<file path="src/sv/gpsn_pkg.sv">
// Shared types, codes and helper functions for the grid point store.
package gpsn_pkg;

	typedef enum logic [0:0] {
		FUNC_INSERT = 1'b0,
		FUNC_FIND   = 1'b1
	} func_t;

	typedef enum logic [1:0] {
		ST_INSERTED  = 2'd0,
		ST_FOUND     = 2'd1,
		ST_NOT_FOUND = 2'd2,
		ST_FULL      = 2'd3
	} status_t;

	localparam logic [2:0] REG_ORIGIN_X = 3'd0;
	localparam logic [2:0] REG_ORIGIN_Y = 3'd1;
	localparam logic [2:0] REG_SCALE_X  = 3'd2;
	localparam logic [2:0] REG_SCALE_Y  = 3'd3;
	localparam logic [2:0] REG_COLS     = 3'd4;
	localparam logic [2:0] REG_ROWS     = 3'd5;
	localparam logic [2:0] REG_TOL_SQR  = 3'd6;

	// {sign, magnitude} of a - b for two signed 32-bit values
	function automatic logic [32:0] abs_diff(input logic [31:0] a, input logic [31:0] b);
		logic [32:0] d;
		logic [32:0] n;
		d = {a[31], a} - {b[31], b};
		n = -d;
		abs_diff = {d[32], (d[32] ? n[31:0] : d[31:0])};
	endfunction

	// signed cell coordinate from a Q32.32 product and the sign of the difference
	function automatic logic signed [33:0] cell_raw(input logic neg, input logic [31:0] q);
		logic [33:0] v;
		v = {2'b00, q};
		cell_raw = neg ? $signed(-v) : $signed(v);
	endfunction

endpackage

</file>
<file path="src/sv/gpsn_mul.sv">
// Shared 32x32 unsigned multiplier with registered product.
module gpsn_mul import gpsn_pkg::*; (
	input  logic        clk,
	input  logic [31:0] a,
	input  logic [31:0] b,
	output logic [63:0] p
);

	always_ff @(posedge clk) begin
		p <= 64'(a) * 64'(b);
	end

endmodule

</file>
<file path="config.mk">
export PLATFORM = sky130hd
export DESIGN_NAME = gpsn_mul
export DESIGN_NICKNAME = d
export VERILOG_FILES = /design/src/sv/gpsn_pkg.sv /design/src/sv/gpsn_mul.sv
export SDC_FILE = /design/constraint.sdc
export NUM_CORES = 2
export LEC_CHECK = 0
export ABC_AREA = 1
export BUFFER_PORTS_ARGS = -buffer_cell sky130_fd_sc_hd__buf_2
export CAP_MARGIN = 25
export CORE_AREA = 10 10 261 263
export CTS_BUF_LIST = sky130_fd_sc_hd__clkbuf_4 sky130_fd_sc_hd__clkbuf_8 sky130_fd_sc_hd__clkbuf_16
export DETAILED_ROUTE_END_ITERATION = 7
export DIE_AREA = 0 0 271 273
export PLACE_DENSITY = 0.8
export REMOVE_ABC_BUFFERS = 1
export SLEW_MARGIN = 20
export SYNTH_ARGS = -nofsm -noshare
export SYNTH_HDL_FRONTEND = slang
export SYNTH_SLANG_ARGS = --single-unit
</file>
<file path="constraint.sdc">
create_clock -name clk -period 12.8 [get_ports clk]
set_input_delay 2.56 -clock clk [delete_from_list [all_inputs] [get_ports clk]]
set_output_delay 2.56 -clock clk [all_outputs]
set_load 0.01 [all_outputs]
</file>
Yosys cells after proc, flatten, opt, wreduce, memory -nomap -nowiden

Index checks and enable logic that the tools add are counted.

Word-level logic and storage cells: 2
Bits of input ports: 65
Flip-flop bits (word level): 64
Output and inout port bits: 64

Multipliers: 1

Operators by type and width:

| operator                     | number |
|---|---|
| multiplier 32 x 32 -> 64 bit | 1 |

Longest topological paths before layout

Depth in word-level cells: 1
Depth in mapped cells: 30
Depth with buffers taken out: 29

Worst setup path after synthesis

OpenSTA, ideal clock, no wires.

Path type: input-to-reg
Start point: input port a[25]
End point: register p[60]
Data arrival time: 8,262 ps
Setup time: 112 ps
Buffers on the path: 1
Stages on the path: 26
Data required time: 12,688 ps
Slack: 4,426 ps
Path through: clkbuf_1 > nand2_1 > fa_1 > inv_1 > fa_1 > inv_1 > fa_1 > inv_1 > fa_1 > fa_1 > fa_1 > fa_1 > inv_1 > fa_1 > inv_1 > ha_1 > nand2_1 > nand2_1 > a21oi_1 > nand2_1 > nand2_1 > nand2_1 > a21oi_1 > nand2_1 > nand2_1 > nand2_1

Cells in the longest elaborated chain, start to end: 1

Ends and longest elaborated chain:

| item                         | line           | text |
|---|---|---|
| start, declared              | gpsn_mul.sv:4  | `input logic [31:0] a,` |
| multiplier 32 x 32 -> 64 bit | gpsn_mul.sv:10 | `p <= 64'(a) * 64'(b);` |
| end signal, assigned         | gpsn_mul.sv:10 |  |
| end, declared                | gpsn_mul.sv:6  | `output logic [63:0] p` |

No other way between the ends.

Worst setup path in the final report

Start point: input port b[11]
End point: register p[60]

Cells in the longest elaborated chain, start to end: 1

Ends and longest elaborated chain:

| item                         | line           | text |
|---|---|---|
| start, declared              | gpsn_mul.sv:5  | `input logic [31:0] b,` |
| multiplier 32 x 32 -> 64 bit | gpsn_mul.sv:10 |  |

No other way between the ends.

==> qor.csv <==
stage,metric,value,unit
critical_path,crit_path_frequent_cell,nand2_1,
die,io_pins,129,
finish,drive_gt1_share,4.55,%
routing,firstDrtPassIters,6,
critical_path,worst-path-buf-inv,6,
clock_tree,cts-root-buf,clkbuf_16,
place,dpl.hpwl,83900,um
critical_path,crit_required,13.03,ns
critical_path,arrival,9.46,ns
logic_synthesis,yosysWarnings,0,
logic_synthesis,syn_area,0.0374,sq mm
clock_tree,cts.sinks,64,
finish,syn2layout_area_growth,3.83,%
logic_synthesis,synth.distinct_cells,23,
routing,vias,30100,
clock_tree,cts_tree,done,
clock_tree,clockBufferDepth,2,
routing,wire_per_inst,17.3,um
sta,slew_headroom,33.6,%
routing,vias_per_cell,5.15,
logic_synthesis,netlist_top_cells_count,"inv_1, nand2_1, fa_1",
global_route,grt_pass1_wl,167000,um
finish,fin_nets,6214,
die,die_width,271,um
run_status,outcome,"finished, final reports clean",
critical_path,critPathCaptureType,flop,
clock_tree,clk_pin_slew,0.06,ns
finish,largestRegisters,p x64,
critical_path,cp_top_family,adder cells,
logic_synthesis,syn_avg_cell_area,7.45,sq um
logic_synthesis,ys.flop_type,dfxtp_1,
die,fp-row-count,92,
routing,wirelength,101000,um
die,dieArea,0.0740,sq mm
sta,max_freq,0.108,GHz
logic_synthesis,synth_edf_count,0,
clock_tree,cts_hold_buf,0,
die,core,0.0627,sq mm
logic_synthesis,synth_most_common_cell,inv_1,
global_route,grt_usage,28.2,%
place,place_inst,5825,
routing,drt_iter0_markers,2153,
critical_path,cp_max_fo,32,
die,start_util,59.6,%
worst_hold_path,hp-class,in2reg,
sta,hold_viol_final,0,
routing,drc_errors,0,
sta,slew_violations,0,
clock_tree,cts_buffers,9,
clock_tree,cts_setup_buffers,0,
logic_synthesis,syn-instance-count,5023,
critical_path,crit_type,in2reg,
place,io_buffers,128,
global_route,grt_pass1_vias,33000,
finish,largest_register_ffs,64,
worst_hold_path,min_from,a[0],
place,routabilityCongestion,1.01,
sta,setup-tns-final,0,ns
critical_path,slowest_stage,buf_2,
sta,rsz0062_at_grt,false,
clock_tree,ctsHtreeMaxLevel,3,
worst_hold_path,min_delay_worst_endpoint,p[0],
logic_synthesis,yosysTopAreaCell,fa_1,
logic_synthesis,synth_top_area_share,48.0,%
routing,detail-route-antenna-nets,0,
die,die_h,273,um
global_route,antenna_found_initial,6,
clock_tree,ctsResizeCount,0,
sta,period_minus_slack,9.23,ns
sta,min_period_over_period,72.1,%
global_route,grt_max_degree,33,
finish,stdcell_count,5841,
critical_path,critPathLaunchType,primary input,
finish,fillerInstances,5425,
sta,setup_viol,0,
job,max_cap_violations,0,
critical_path,slowest_delay,0.74,ns
finish,regMostFlops,p,
logic_synthesis,ys_seq_area_share,3.43,%
global_route,overflow,0,
logic_synthesis,synth_seq_cells,64,
logic_synthesis,synthTopCellsByArea,"fa_1, inv_1, nand2_1",
logic_synthesis,async_flop_share,0,%
worst_hold_path,hold_path_depth,3,
sta,tightest_slew,0.996,ns
## worst max-delay path by stage
stage               slack, ns    end  depth (start not counted)  start
finish                   3.57  p[60]                         26  b[11]
global route             3.23  p[60]                         26   b[9]
CTS                      3.69  p[60]                         26  b[11]
detailed placement       3.32  p[60]                         26  b[11]
global placement         3.36  p[60]                         26  a[25]
floorplan                4.72  p[60]                         25  a[26]
## cells by family (layout without fill, tap and decap cells)
logic type | count (synthesis) | count (layout) | share of synthesized area (%)
fa+ha+maj | 1159 | 1159 | 56.8
simple gates | 1781 | 1781 | 18.8
compound gates | 57 | 57 | 0.853
xor+xnor | 35 | 35 | 0.820
flops | 64 | 64 | 3.43
buf+inv | 1927 | 1898 | 19.3
other cells | 0 | 1 | 0
## layout by cell type (no fill, tap or decap), types with 11 or more instances in the layout
cell / count
a21oi_1: 43
buf_2: 128
buf_4: 20
dfxtp_1: 64
fa_1: 896
ha_1: 263
inv_1: 1723
inv_2: 12
nand2_1: 1566
nand2_2: 15
nand3_1: 56
nand4_1: 16
nor2_1: 81
nor2_2: 14
nor3_1: 11
o21bai_1: 11
xor2_1: 33
## metrics by stage
step	setup slack, ns	hold slack [ns]	instance area [sq um]	utilization (%)
after global placement	3.36	2.95	38500	61.4
after detailed placement	3.32	2.96	38500	61.4
final	3.57	2.59	38800	61.9
after CTS	3.69	2.57	38800	61.9
after floorplan	4.72	2.65	36700	-
after global routing	3.23	2.61	38800	61.9
## layer usage
layer / vias to the layer above / wire length, um / GRT usage [%]
met5: - / 27 / 0
met4: 4 / 4650 / 11.5
met3: 352 / 9130 / 5.29
met2: 1464 / 48800 / 48.4
met1: 14700 / 38200 / 34.8
li1: 13600 / - / -
## layout make-up
cell class | instances | area (sq um) | share of cell area [%]
Clock buffer | 11 | 246 | 0.635
Clock inverter | 4 | 55.1 | 0.142
Multi-Input combinational cell | 3032 | 28900 | 74.4
Timing Repair Buffer | 148 | 791 | 2.04
Inverter | 1735 | 6510 | 16.8
Sequential cell | 64 | 1280 | 3.30
Tap cell | 846 | 1060 | 2.73
Antenna cell | 1 | 2.50 | 0.00644
## tightest hold or removal path, delay by kind of cell
kind / cells / cell delay [ns]
and+or+nand+nor: 1 / 0.10
buffers and inverters: 2 / 0.26
Power is left out: the tool's default activity adds up to more than one toggle a clock period on the data nets, which glitch-free logic cannot reach.
